$ cat config.mk
export PLATFORM = sky130hd
export DESIGN_NAME = message_length_trailer_check
export DESIGN_NICKNAME = d
export VERILOG_FILES = /design/src/rtl/mltc_pkg.sv /design/src/rtl/mltc_front.sv /design/src/rtl/mltc_queue.sv /design/src/rtl/mltc_back.sv /design/src/rtl/message_length_trailer_check.sv
export SDC_FILE = /design/constraint.sdc
export NUM_CORES = 1
export LEC_CHECK = 0
export BUFFER_PORTS_ARGS = -buffer_cell sky130_fd_sc_hd__buf_2
export CAP_MARGIN = 20
export CORE_ASPECT_RATIO = 2
export CORE_MARGIN = 3
export CORE_UTILIZATION = 45
export CTS_BUF_LIST = sky130_fd_sc_hd__clkbuf_16
export DETAILED_ROUTE_END_ITERATION = 6
export GPL_ROUTABILITY_DRIVEN = 0
export GPL_TIMING_DRIVEN = 0
export SYNTH_ARGS = -nofsm -noshare
export SYNTH_HDL_FRONTEND = slang
export SYNTH_HIERARCHICAL = 1
export SYNTH_SLANG_ARGS = --single-unit
$ cat constraint.sdc
create_clock -name clock -period 4.3 [get_ports clock]
set_input_delay 0.43 -clock clock [delete_from_list [all_inputs] [get_ports clock]]
set_output_delay 0.43 -clock clock [all_outputs]
set_load 0.02 [all_outputs]
$ cat src/rtl/mltc_pkg.sv
`default_nettype none

package mltc_pkg;

   // Character codes and field widths
   localparam int SYMBOL_W    = 8;
   localparam int LENGTH_W    = 8;
   localparam int DIGIT_W     = 4;
   localparam int QUEUE_DEPTH = 2;

   localparam logic [SYMBOL_W-1:0] CHAR_NUL   = 8'h00;
   localparam logic [SYMBOL_W-1:0] CHAR_COLON = 8'h3A;
   localparam logic [SYMBOL_W-1:0] CHAR_ZERO  = 8'h30;
   localparam logic [SYMBOL_W-1:0] CHAR_NINE  = 8'h39;

   // Symbol class decided by the front end
   typedef enum logic [1:0] {
      KIND_TERM,
      KIND_COLON,
      KIND_DIGIT,
      KIND_OTHER
   } kind_type;

   // One classified beat handed from front to back
   typedef struct packed {
      kind_type           kind;
      logic [DIGIT_W-1:0] digit;
   } item_type;

endpackage

`default_nettype wire

$ cat src/rtl/mltc_front.sv
`default_nettype none

module mltc_front (
   input  wire                             clock,
   input  wire                             reset,
   input  wire                             req_valid,
   output logic                            req_ready,
   input  wire  [mltc_pkg::SYMBOL_W-1:0]   req_symbol,
   output logic                            item_valid,
   input  wire                             item_ready,
   output mltc_pkg::item_type              item_data
);

   logic                 valid_ff, valid_in;
   mltc_pkg::item_type   item_ff, item_in;
   logic [mltc_pkg::SYMBOL_W-1:0] digit_diff;

   // Classify the incoming character
   always_comb begin
      digit_diff    = req_symbol - mltc_pkg::CHAR_ZERO;
      item_in.digit = digit_diff[mltc_pkg::DIGIT_W-1:0];
      if (req_symbol == mltc_pkg::CHAR_NUL) begin
         item_in.kind = mltc_pkg::KIND_TERM;
      end else if (req_symbol == mltc_pkg::CHAR_COLON) begin
         item_in.kind = mltc_pkg::KIND_COLON;
      end else if (req_symbol >= mltc_pkg::CHAR_ZERO &&
                   req_symbol <= mltc_pkg::CHAR_NINE) begin
         item_in.kind = mltc_pkg::KIND_DIGIT;
      end else begin
         item_in.kind = mltc_pkg::KIND_OTHER;
      end
   end

   // Take a new beat whenever the stage is empty or draining
   assign req_ready = !valid_ff || item_ready;
   assign valid_in  = (req_valid && req_ready) || (valid_ff && !item_ready);

   always_ff @(posedge clock) begin
      if (reset) begin
         valid_ff <= 1'b0;
      end else begin
         valid_ff <= valid_in;
      end
      if (req_valid && req_ready) begin
         item_ff <= item_in;
      end
   end

   assign item_valid = valid_ff;
   assign item_data  = item_ff;

endmodule

`default_nettype wire

$ cat src/rtl/mltc_queue.sv
`default_nettype none

module mltc_queue (
   input  wire                 clock,
   input  wire                 reset,
   input  wire                 push_valid,
   output logic                push_ready,
   input  mltc_pkg::item_type  push_data,
   output logic                pop_valid,
   input  wire                 pop_ready,
   output mltc_pkg::item_type  pop_data
);

   localparam int PTR_W = (mltc_pkg::QUEUE_DEPTH > 1) ? $clog2(mltc_pkg::QUEUE_DEPTH) : 1;
   localparam int CNT_W = $clog2(mltc_pkg::QUEUE_DEPTH + 1);

   mltc_pkg::item_type entry_ff [mltc_pkg::QUEUE_DEPTH];
   logic [PTR_W-1:0] wr_ptr_ff, wr_ptr_in;
   logic [PTR_W-1:0] rd_ptr_ff, rd_ptr_in;
   logic [CNT_W-1:0] count_ff, count_in;
   logic             do_push, do_pop;

   assign push_ready = (count_ff != CNT_W'(mltc_pkg::QUEUE_DEPTH));
   assign pop_valid  = (count_ff != '0);
   assign pop_data   = entry_ff[rd_ptr_ff];
   assign do_push    = push_valid && push_ready;
   assign do_pop     = pop_valid && pop_ready;

   // Advance pointers with wrap and track occupancy
   always_comb begin
      wr_ptr_in = wr_ptr_ff;
      rd_ptr_in = rd_ptr_ff;
      count_in  = count_ff;
      if (do_push) begin
         wr_ptr_in = (wr_ptr_ff == PTR_W'(mltc_pkg::QUEUE_DEPTH - 1)) ? '0
                                                                      : wr_ptr_ff + 1'b1;
      end
      if (do_pop) begin
         rd_ptr_in = (rd_ptr_ff == PTR_W'(mltc_pkg::QUEUE_DEPTH - 1)) ? '0
                                                                      : rd_ptr_ff + 1'b1;
      end
      if (do_push && !do_pop) begin
         count_in = count_ff + 1'b1;
      end else if (do_pop && !do_push) begin
         count_in = count_ff - 1'b1;
      end
   end

   always_ff @(posedge clock) begin
      if (reset) begin
         wr_ptr_ff <= '0;
         rd_ptr_ff <= '0;
         count_ff  <= '0;
      end else begin
         wr_ptr_ff <= wr_ptr_in;
         rd_ptr_ff <= rd_ptr_in;
         count_ff  <= count_in;
      end
      if (do_push) begin
         entry_ff[wr_ptr_ff] <= push_data;
      end
   end

   // Occupancy never passes the depth
   a_count_bound: assert property (@(posedge clock) disable iff (reset)
      count_ff <= CNT_W'(mltc_pkg::QUEUE_DEPTH))
      else $error("queue occupancy beyond depth");

endmodule

`default_nettype wire

$ cat src/rtl/mltc_back.sv
`default_nettype none

module mltc_back #(
   parameter int MAX_LEN = 255
) (
   input  wire                             clock,
   input  wire                             reset,
   input  wire                             item_valid,
   output logic                            item_ready,
   input  mltc_pkg::item_type              item_data,
   output logic                            rsp_valid,
   input  wire                             rsp_ready,
   output logic                            rsp_message_ok,
   output logic [mltc_pkg::LENGTH_W-1:0]   rsp_message_length
);

   localparam int PW = $clog2(MAX_LEN + 1);
   localparam int TW = $clog2(MAX_LEN + 2);
   localparam int MW = TW + 4;

   logic          position_ok;
   logic [PW-1:0] position_ff, position_in;
   logic          too_long_ff, too_long_in;
   logic          colon_seen_ff, colon_seen_in;
   logic [PW-1:0] colon_index_ff, colon_index_in;
   logic [TW-1:0] trailer_ff, trailer_in;
   logic          digits_only_ff, digits_only_in;
   logic          out_valid_ff, out_valid_in;
   logic          out_ok_ff, out_ok_in;
   logic [mltc_pkg::LENGTH_W-1:0] out_len_ff, out_len_in;

   logic          do_pop;
   logic [MW-1:0] trailer_next;
   logic [PW+mltc_pkg::LENGTH_W-1:0] position_wide;

   // Pop when the result register is free or being drained
   assign item_ready = !out_valid_ff || rsp_ready;
   assign do_pop     = item_valid && item_ready;

   // Times ten plus digit, by shifts
   assign trailer_next = MW'({trailer_ff, 3'b000}) + MW'({trailer_ff, 1'b0})
                       + MW'(item_data.digit);
   assign position_wide = {{mltc_pkg::LENGTH_W{1'b0}}, position_ff};
   assign position_ok   = (position_ff < PW'(MAX_LEN));

   always_comb begin
      position_in    = position_ff;
      too_long_in    = too_long_ff;
      colon_seen_in  = colon_seen_ff;
      colon_index_in = colon_index_ff;
      trailer_in     = trailer_ff;
      digits_only_in = digits_only_ff;
      out_valid_in   = out_valid_ff && !rsp_ready;
      out_ok_in      = out_ok_ff;
      out_len_in     = out_len_ff;
      if (do_pop) begin
         if (item_data.kind == mltc_pkg::KIND_TERM) begin
            // Report and clear for the next message
            out_valid_in   = 1'b1;
            out_ok_in      = colon_seen_ff && digits_only_ff && !too_long_ff &&
                             (trailer_ff == TW'(colon_index_ff));
            out_len_in     = position_wide[mltc_pkg::LENGTH_W-1:0];
            position_in    = '0;
            too_long_in    = 1'b0;
            colon_seen_in  = 1'b0;
            colon_index_in = '0;
            trailer_in     = '0;
            digits_only_in = 1'b1;
         end else if (!position_ok) begin
            too_long_in = 1'b1;
         end else begin
            position_in = position_ff + 1'b1;
            case (item_data.kind)
               mltc_pkg::KIND_COLON: begin
                  colon_seen_in  = 1'b1;
                  colon_index_in = position_ff;
                  trailer_in     = '0;
                  digits_only_in = 1'b1;
               end
               mltc_pkg::KIND_DIGIT: begin
                  if (colon_seen_ff) begin
                     trailer_in = (trailer_next > MW'(MAX_LEN)) ? TW'(MAX_LEN + 1)
                                                                : trailer_next[TW-1:0];
                  end
               end
               default: begin
                  if (colon_seen_ff) begin
                     digits_only_in = 1'b0;
                  end
               end
            endcase
         end
      end
   end

   always_ff @(posedge clock) begin
      if (reset) begin
         position_ff    <= '0;
         too_long_ff    <= 1'b0;
         colon_seen_ff  <= 1'b0;
         colon_index_ff <= '0;
         trailer_ff     <= '0;
         digits_only_ff <= 1'b1;
         out_valid_ff   <= 1'b0;
      end else begin
         position_ff    <= position_in;
         too_long_ff    <= too_long_in;
         colon_seen_ff  <= colon_seen_in;
         colon_index_ff <= colon_index_in;
         trailer_ff     <= trailer_in;
         digits_only_ff <= digits_only_in;
         out_valid_ff   <= out_valid_in;
      end
      out_ok_ff  <= out_ok_in;
      out_len_ff <= out_len_in;
   end

   assign rsp_valid          = out_valid_ff;
   assign rsp_message_ok     = out_ok_ff;
   assign rsp_message_length = out_len_ff;

   a_position_bound: assert property (@(posedge clock) disable iff (reset)
      position_ff <= PW'(MAX_LEN))
      else $error("position past limit");

   a_trailer_bound: assert property (@(posedge clock) disable iff (reset)
      trailer_ff <= TW'(MAX_LEN + 1))
      else $error("trailer value past saturation");

   a_clear_after_term: assert property (@(posedge clock) disable iff (reset)
      (do_pop && item_data.kind == mltc_pkg::KIND_TERM) |=>
         (position_ff == '0 && !colon_seen_ff && !too_long_ff && rsp_valid))
      else $error("message state not cleared after terminator");

   a_overflow_at_limit: assert property (@(posedge clock) disable iff (reset)
      too_long_ff |-> position_ff == PW'(MAX_LEN))
      else $error("overlong flag without full count");

endmodule

`default_nettype wire

$ cat src/rtl/message_length_trailer_check.sv
// A terminator's result passes the front register, queue and result register to rsp_valid.
// Throughput: one character per cycle unless stalled; the front register, the two-entry
// queue and the result register let each side stall independently.
// Per-character work is one register update in the back end (times ten plus digit).
// Reset (synchronous, active high) empties the pipeline and clears message state.
`default_nettype none

module message_length_trailer_check #(
   parameter int MAX_LEN = 255
) (
   input  wire                            clock,
   input  wire                            reset,
   input  wire                            req_valid,
   output logic                           req_ready,
   input  wire  [mltc_pkg::SYMBOL_W-1:0]  req_symbol,
   output logic                           rsp_valid,
   input  wire                            rsp_ready,
   output logic                           rsp_message_ok,
   output logic [mltc_pkg::LENGTH_W-1:0]  rsp_message_length
);

   logic               front_valid, front_ready;
   mltc_pkg::item_type front_data;
   logic               queue_valid, queue_ready;
   mltc_pkg::item_type queue_data;

   // Classify incoming characters
   mltc_front u_front (
      .clock      (clock),
      .reset      (reset),
      .req_valid  (req_valid),
      .req_ready  (req_ready),
      .req_symbol (req_symbol),
      .item_valid (front_valid),
      .item_ready (front_ready),
      .item_data  (front_data)
   );

   // Decouple front and back
   mltc_queue u_queue (
      .clock      (clock),
      .reset      (reset),
      .push_valid (front_valid),
      .push_ready (front_ready),
      .push_data  (front_data),
      .pop_valid  (queue_valid),
      .pop_ready  (queue_ready),
      .pop_data   (queue_data)
   );

   // Track message state and report at the terminator
   mltc_back #(
      .MAX_LEN (MAX_LEN)
   ) u_back (
      .clock              (clock),
      .reset              (reset),
      .item_valid         (queue_valid),
      .item_ready         (queue_ready),
      .item_data          (queue_data),
      .rsp_valid          (rsp_valid),
      .rsp_ready          (rsp_ready),
      .rsp_message_ok     (rsp_message_ok),
      .rsp_message_length (rsp_message_length)
   );

endmodule

`default_nettype wire
==> flow_summary.toml, run 1 <==
[sta]
setup_violations = 0
fmax_ghz = 0.2958
final_max_slew_viol_count = 0
relSlewSlack_pct = 49.13
fin_crit_sh_pct = 78.62
finalSetupTns_ps = 0
rsz0062_at_grt = "false"
fin_crit_ps = 3381
hold_viol = 0
max_slew.worst_pin.slew_ps = 757.2
finalClockSkew_ps = 4.058

[floorplanning]
die_h_um = 122.2
die_width_um = 64.09
rows = 41
core_um2 = 6412
initial_core_util_pct = 47.36
dieArea_um2 = 7829
io-pin-count = 23

[cts]
htreeDepth = 3
numCtsBuffers = 9
clockBufferDepth = 2
postCtsSetupRepairBufs = 0
cts_hold_buffers = 0
clock_latency_ps = 330
cts_num_sinks = 62
cts_tree = "built"
postCtsResizedCells = 0
clkTransAtPathRegs_ps = 50
root_buffer = "clkbuf_16"

[global_routing]
grt_use_total_pct = 16.67
grt-ovfl-total = 0
grt_pass1_vias = 2149
grt_start_max_net_pins = 12
grt_pass1_wl_mm = 9.825
antenna_found_initial = 0

[logic_synthesis]
synth_fp_nets = 323
synth_edf_count = 27
synth_common_cells = "35 x dfxtp_1, 33 x nand2_1, 27 x edfxtp_1"
yosysWarnings = 6
yosysMostFrequentCell = "dfxtp_1"
synth_area_leaders = "edfxtp_1 27%, dfxtp_1 23%, ha_1 7.8%"
synth-seq-cells = 62
synth_top_area_share_pct = 26.70
async_flop_share_pct = 0
synthDistinctLibCells = 51
synth-seq-area-share_pct = 49.77
synth_top_cell_by_area = "edfxtp_1"
syn_area_per_cell_um2 = 10.47
ys.flop_type = "dfxtp_1"
synthCells = 290
syn_area_um2 = 3037

[finish]
final_cells = 414
final_cell_area_um2 = 3540
diodes = 0
final_nets = 356
areaGrowthSynthToFinish_pct = 16.56
fillers = 617
layout-drive-gt1-share_pct = 17.38

[power]
powerDensity_nw_per_um2 = 456.4
finalPower_w = 0.001615
p_leak_nw = 1.425
vdd.ir_drop.worst_v = 0.0003312

[routing]
viasPerCell = 5.338
dr.pass1.iters = 4
detail_route.wl_per_cell_um = 14.00
drtIter0Drc = 84
vias = 2210
totalWireLength_mm = 5.797
drtAntennaViolNets = 0
drc_errors = 0

[run_status]
outcome = "finished clean"

[place]
placed_area_um2 = 3254
dp_hpwl_mm = 4.429
io_buffers = 22
placed_cells = 398

[run]
maxCapViolCount = 0

[min_path]
min_path_type = "in -> reg"

[setup_path]
critPathMaxFanout = 9
crit_arrival_ps = 3590
cp-start-kind = "flop"
critPathKind = "reg -> reg"
endpoint_kind = "flop"
required_ps = 4510
[metrics by stage]
step	util [%]	hold WS (ps)	worst slack [ps]
floorplan	-	421.5	1284
global placement	50.75	423.7	924.9
detailed placement	50.75	430.7	907.2
CTS	55.20	303.3	886.0
global route	55.20	311.6	607.8
finish	55.20	317.3	919.3
[sequential cells by signal, indices dropped and copies added (netlist names), named ones only]
signal,flops
u_back/colon_index_ff,8
u_back/colon_seen_ff,1
u_back/digits_only_ff,1
u_back/position_ff,8
u_back/rsp_message_length,8
u_back/rsp_message_ok,1
u_back/rsp_valid,1
u_back/too_long_ff,1
u_back/trailer_ff,9
u_front/item_data,6
u_front/item_valid,1
u_queue/count_ff,2
u_queue/entry_ff,12
u_queue/rd_ptr_ff,1
u_queue/wr_ptr_ff,1
[worst max-delay path, stage by stage, from the launching register on]
cell and delay, ps:
dfxtp_1 300, clkbuf_1 300, mux2_2 380, inv_1 80
fa_1 430, fa_1 470, inv_1 80, a21o_1 130
a41o_1 230, mux2i_1 230, o211ai_2 250, a221o_1 380
[routing by layer]
| metal | vias up | track usage [%] | share of wire, % | wire, um |
|---|---|---|---|---|
| met2 | 33 | 30.33 | 56 | 3254 |
| met1 | 1046 | 17.03 | 38 | 2204 |
| li1 | 1117 | - | - | - |
| met3 | 14 | 4.244 | 3.0 | 173 |
| met4 | 0 | 8.796 | 2.8 | 165 |
| met5 | - | 0 | 0 | 0 |
[path summary, 6_finish.rpt]
check	end	slack, ps	cells after the start	start
setup / recovery	u_back/trailer_ff[8]	920	11	flop
setup reg to reg	u_back/trailer_ff[8]	920	11	flop
hold reg to reg	u_queue/entry_ff[1][5]	440	0	u_front/item_data[5]
hold / removal	u_front/item_data[0]	320	1	req_symbol[0]
[report_power, final]
part | internal, W | total, W | switching (W)
sequential | 0.000660 | 0.000689 | 0.0000289
clock | 0.000418 | 0.000660 | 0.000242
combinational | 0.000108 | 0.000266 | 0.000158
total | 0.00119 | 0.00162 | 0.000428
[placed cells by master, fill, tap and decap left out, drive strengths merged, types with 4 or more instances in the layout]
cell and n:
dfxtp 35, nand2 33, edfxtp 27, buf 23, a21oi 23, nor2 21, ha 19, nand3 18
clkbuf 16, inv 14, xor2 14, o21ai 10, xnor2 8, mux2 6, o31ai 6, nand2b 5
o41ai 4, nor3 4
[kinds of logic after synthesis]
kind of cell             Yosys count  synth area share, %
AND/OR/NAND/NOR                   97                15.62
flip-flops                        62                49.77
AO/OA/AOI/OAI                     59                13.60
XOR/XNOR                          22                6.345
buffers and inverters             21                2.637
adder cells (fa/ha/maj)           21                9.147
multiplexers                       8                2.884
[final cells by class]
| type | count | area, um^2 | share of cell area, % |
|---|---|---|---|
| Tap cell | 86 | 107.6 | 3.040 |
| Clock inverter | 6 | 35.03 | 0.9898 |
| Timing Repair Buffer | 22 | 110.1 | 3.111 |
| Inverter | 14 | 52.55 | 1.485 |
| Multi-Input combinational cell | 207 | 1445 | 40.83 |
| Buffer | 7 | 27.53 | 0.7777 |
| Sequential cell | 62 | 1511 | 42.70 |
| Clock buffer | 10 | 250.2 | 7.070 |
(Power assumes the default switching activity.)
==> run 2, diff against run 1 <==
clock period = 3.34 ns   (was 4.3 ns; I/O delays follow)
==> run 2 against run 1 <==
Sequential power grew 31%. Critical path type unchanged. Non-clock buffer count is 1 lower. Worst hold slack worse by 93 ps. Die area unchanged. Cell area increased by 0.49%.
==> flow_summary.toml, run 2 (same netlist as run 1, synthesis figures left out) <==
[run_status]
outcome = "finished clean"

[global_routing]
grt_start_max_net_pins = 12
grt_pass1_wl_mm = 9.839
grt_use_total_pct = 16.69
antenna_found_initial = 0
grt_pass1_vias = 2152
grt-ovfl-total = 0

[cts]
htreeDepth = 3
cts_tree = "built"
cts_num_sinks = 62
clkTransAtPathRegs_ps = 50
numCtsBuffers = 9
root_buffer = "clkbuf_16"
clock_latency_ps = 320
cts_hold_buffers = 0
postCtsSetupRepairBufs = 0
clockBufferDepth = 2

[sta]
relSlewSlack_pct = 47.54
finalClockSkew_ps = 5.243
fin_crit_sh_pct = 94.02
whs_ps = 224.2
final_max_slew_viol_count = 0
fmax_ghz = 0.3184
max_slew.worst_pin.slew_ps = 781.3
rsz0062_at_grt = "false"
hold_viol = 0
finalSetupTns_ps = 0
setup_violations = 0
fin_crit_ps = 3140

[floorplanning]
die_h_um = 122.2
die_width_um = 64.09
dieArea_um2 = 7829
rows = 41
core_um2 = 6412
io-pin-count = 23
initial_core_util_pct = 47.36

[routing]
drc_errors = 0
detail_route.wl_per_cell_um = 14.09
dr.pass1.iters = 4
totalWireLength_mm = 5.819
drtIter0Drc = 91
drtAntennaViolNets = 0
vias = 2192
viasPerCell = 5.308

[finish]
final_nets = 355
areaGrowthSynthToFinish_pct = 17.14
largest_reg_flops = 12
final_common_cell = "dfxtp_1"
final_util_pct = 55.47
top_regs = "u_queue/entry_ff (12), u_back/trailer_ff (9)"
final_cell_mix = "34 x dfxtp_1, 33 x nand2_1, 27 x edfxtp_1"
diodes = 0
largest-register = "u_queue/entry_ff"
layout-drive-gt1-share_pct = 18.35
final_cells = 413

[setup_path]
r2r_slack_ps = 200
cp-start-kind = "flop"
worstRegToRegCells = 10
critPathKind = "reg -> reg"
crit_arrival_ps = 3350
critPathMaxFanout = 9
required_ps = 3550
endpoint_kind = "flop"
r2r-end = "u_back/trailer_ff[8]"

[place]
placed_cells = 398
dp_hpwl_mm = 4.429
io_buffers = 22

[run]
maxCapViolCount = 0

[power]
vdd.ir_drop.worst_v = 0.0004252
powerDensity_nw_per_um2 = 583.6
p_leak_nw = 1.428

[min_path]
min_from = "req_symbol[0]"
min_delay_worst_endpoint = "u_front/item_data[0]"
hold_path_depth = 1
min_path_type = "in -> reg"
[run 2: metal layers]
metal / global-route usage [%] / wire, um / part of all wire [%]
met1: 17.03 / 2194 / 38
met4: 8.796 / 139 / 2.4
met2: 30.40 / 3295 / 57
met5: 0 / 0 / 0
met3: 4.244 / 191 / 3.3
[run 2: stage by stage]
step | setup slack (ps) | cell area (um^2) | power [W]
after floorplan | 324.1 | 3037 | 0.001163
after global placement | -35.12 | 3254 | 0.001241
after detailed placement | -52.83 | 3254 | 0.001247
after CTS | 53.81 | 3536 | 0.002105
after global routing | 46.90 | 3557 | 0.002177
final | 199.7 | 3557 | 0.002076
[run 2: report_power, final]
group | internal (W) | switching, W
Combinational | 0.000137 | 0.000190
Clock | 0.000539 | 0.000309
Sequential | 0.000851 | 0.0000491
Total | 0.00153 | 0.000549
[run 2: layout make-up]
| cell class | instances | area [um^2] |
|---|---|---|
| timing repair buffer | 22 | 110.1 |
| clock buffer | 10 | 250.2 |
| buffer | 6 | 23.77 |
| sequential | 62 | 1513 |
| clock inverter | 6 | 35.03 |
| inverter | 14 | 52.55 |
| fill | 612 | 2855 |
| tap | 86 | 107.6 |
| multi-input combinational | 207 | 1465 |
[run 2: worst max path at each step]
stage,start,to,cells past startpoint
5_1_grt,flop,u_back/trailer_ff[6],11
3_3_place_gp,flop,u_back/trailer_ff[7],12
2_1_floorplan,flop,u_back/trailer_ff[8],11
4_1_cts,flop,u_back/trailer_ff[8],10
6_report,flop,u_back/trailer_ff[8],10
3_5_place_dp,flop,u_back/trailer_ff[8],12
[run 2: what timing repair did]
item,4_1_cts,5_1_grt
gates resized for setup,0,4
endpoints found under the setup margin,4,9
gates cloned,0,0
[run 2: critical path: stages, from the launching register on]
cell,delay (ps)
dfxtp_2,410
mux2_2,350
inv_1,80
fa_1,430
fa_1,470
inv_1,80
a21o_1,130
a41o_1,250
mux2i_2,290
o211ai_4,180
a221o_1,350
==> run 3, diff against run 2 <==
CAP_MARGIN = not set   (was 20)
CORE_ASPECT_RATIO = 0.7   (was 2)
==> run 3 against run 2 <==
Final cell count up 1.2%. Largest cell class unchanged. Critical endpoint unchanged. Register-to-register slack better by 30 ps. Critical path depth unchanged. Clock skew up 1.0 ps. Highest routed layer unchanged. Via count down 3.6%. First-iteration DRC count down 8.8%. Die area down 0.56%. Non-clock buffer count unchanged. Cell area up 2.3%.
==> flow_summary.toml, run 3 (same netlist as run 1, synthesis figures left out) <==
[run_status]
outcome = "finished clean"

[place]
io_buffers = 22
dp_hpwl_mm = 4.021

[cts]
root_buffer = "clkbuf_16"
clockBufferDepth = 2
cts_num_sinks = 62
clock_latency_ps = 320
postCtsSetupRepairBufs = 0
cts_tree = "built"
clkTransAtPathRegs_ps = 50
htreeDepth = 3
numCtsBuffers = 9

[routing]
drtIter0Drc = 83
viasPerCell = 5.057
dr.pass1.iters = 4
totalWireLength_mm = 5.531
detail_route.wl_per_cell_um = 13.23
vias = 2114
drc_errors = 0
drtAntennaViolNets = 0

[setup_path]
crit_arrival_ps = 3310
endpoint_kind = "flop"
critPathKind = "reg -> reg"
required_ps = 3550
cp-start-kind = "flop"
critPathMaxFanout = 9

[finish]
top_regs = "u_queue/entry_ff (12), u_back/trailer_ff (9)"
final_cell_mix = "34 x dfxtp_1, 33 x nand2_1, 27 x edfxtp_1"
largest-register = "u_queue/entry_ff"
diodes = 0
final_nets = 355
largest_reg_flops = 12
fillers = 566
final_common_cell = "dfxtp_1"
layout-drive-gt1-share_pct = 18.65
areaGrowthSynthToFinish_pct = 19.78

[sta]
final_max_slew_viol_count = 0
whs_ps = 232.5
setup_violations = 0
hold_viol = 0
max_slew.worst_pin.slew_ps = 749.4
rsz0062_at_grt = "false"
fmax_ghz = 0.3219
fin_crit_sh_pct = 93.01
finalClockSkew_ps = 6.245
fin_crit_ps = 3106
finalSetupTns_ps = 0
relSlewSlack_pct = 49.66

[power]
pwr-share-clk_pct = 47.2
p_leak_nw = 1.469
vdd.ir_drop.worst_v = 0.0003325
pwr-share-seq_pct = 38.6
finalPower_w = 0.002329
p_switching_w = 0.0005633
powerDensity_nw_per_um2 = 640.2
swShare_pct = 24.19
pwr-share-comb_pct = 14.2
intPower_w = 0.001765

[global_routing]
grt_start_max_net_pins = 13
grt_use_total_pct = 15.17
antenna_found_initial = 0
grt_pass1_wl_mm = 9.211
grt-ovfl-total = 0
grt_pass1_vias = 1932

[floorplanning]
die_h_um = 74.73
rows = 24
core_um2 = 6366
io-pin-count = 23
die_width_um = 104.2
initial_core_util_pct = 47.70
dieArea_um2 = 7786

[run]
maxCapViolCount = 0

[min_path]
min_path_type = "in -> reg"
==> run 3: changes by cell type in the layout (fill, tap and decap cells not counted), sizes merged <==
cell	delta
bufinv	+3
clkinvlp	-3
==> run 3: worst paths after layout <==
kind,from,to,slack (ps),depth (start not counted)
worst min-delay path,req_symbol[3],u_front/item_data[3],230,1
worst max register to register,flop,u_back/trailer_ff[8],230,10
worst min register to register,u_front/item_data[2],u_queue/entry_ff[1][2],450,0
worst max-delay path,flop,u_back/trailer_ff[8],230,10
==> run 3: timing repair <==
item / CTS / global route
endpoints found under the setup margin: 3 / 9
gates resized for setup: 0 / 3
hold buffers: 0 / 0
pin swaps: 0 / 0
gates cloned: 0 / 0
hold endpoints to repair: 0 / 0
==> run 3: layout make-up <==
cell class | count | area [um^2] | share of cell area (%)
timing repair buffer | 22 | 110.1 | 3.027
tap | 91 | 113.9 | 3.130
clock buffer | 10 | 250.2 | 6.880
sequential | 62 | 1513 | 41.59
inverter | 14 | 52.55 | 1.445
clock inverter | 6 | 116.4 | 3.199
multi-input combinational | 207 | 1458 | 40.08
buffer | 6 | 23.77 | 0.6536
==> run 3: critical path: stages (launching register included) <==
cell and delay, ps:
dfxtp_2 400, mux2_2 350, inv_1 80, fa_1 430, fa_1 480, inv_1 70
a21o_1 140, a41o_1 230, mux2i_2 270, o211ai_4 180, a221o_1 350
==> run 3: per-layer routing <==
layer | vias up | part of all wire (%) | GRT usage [%]
met5 | - | 0 | 0
met4 | 0 | 1.5 | 6.637
met3 | 8 | 4.1 | 4.456
met2 | 36 | 41 | 22.17
met1 | 949 | 53 | 21.23
li1 | 1121 | - | -
==> run 3: power groups by stage <==
stage	Sequential (W)	Clock [W]	Combinational, W
6_report	0.000899	0.00110	0.000330
5_1_grt	0.000907	0.00115	0.000376
4_1_cts	0.000897	0.00112	0.000329
3_5_place_dp	0.000901	0	0.000341
3_3_place_gp	0.000900	0	0.000334
2_1_floorplan	0.000894	0	0.000269
==> run 3: per-stage QoR <==
stage	area, um^2	setup WS [ps]	instances	utilization (%)
final	3637	233.6	418	57.13
after floorplan	3037	324.1	290	-
after global placement	3261	-7.116	403	51.22
after CTS	3623	73.10	418	56.92
after detailed placement	3261	-24.79	403	51.22
after global routing	3637	35.86	418	57.13
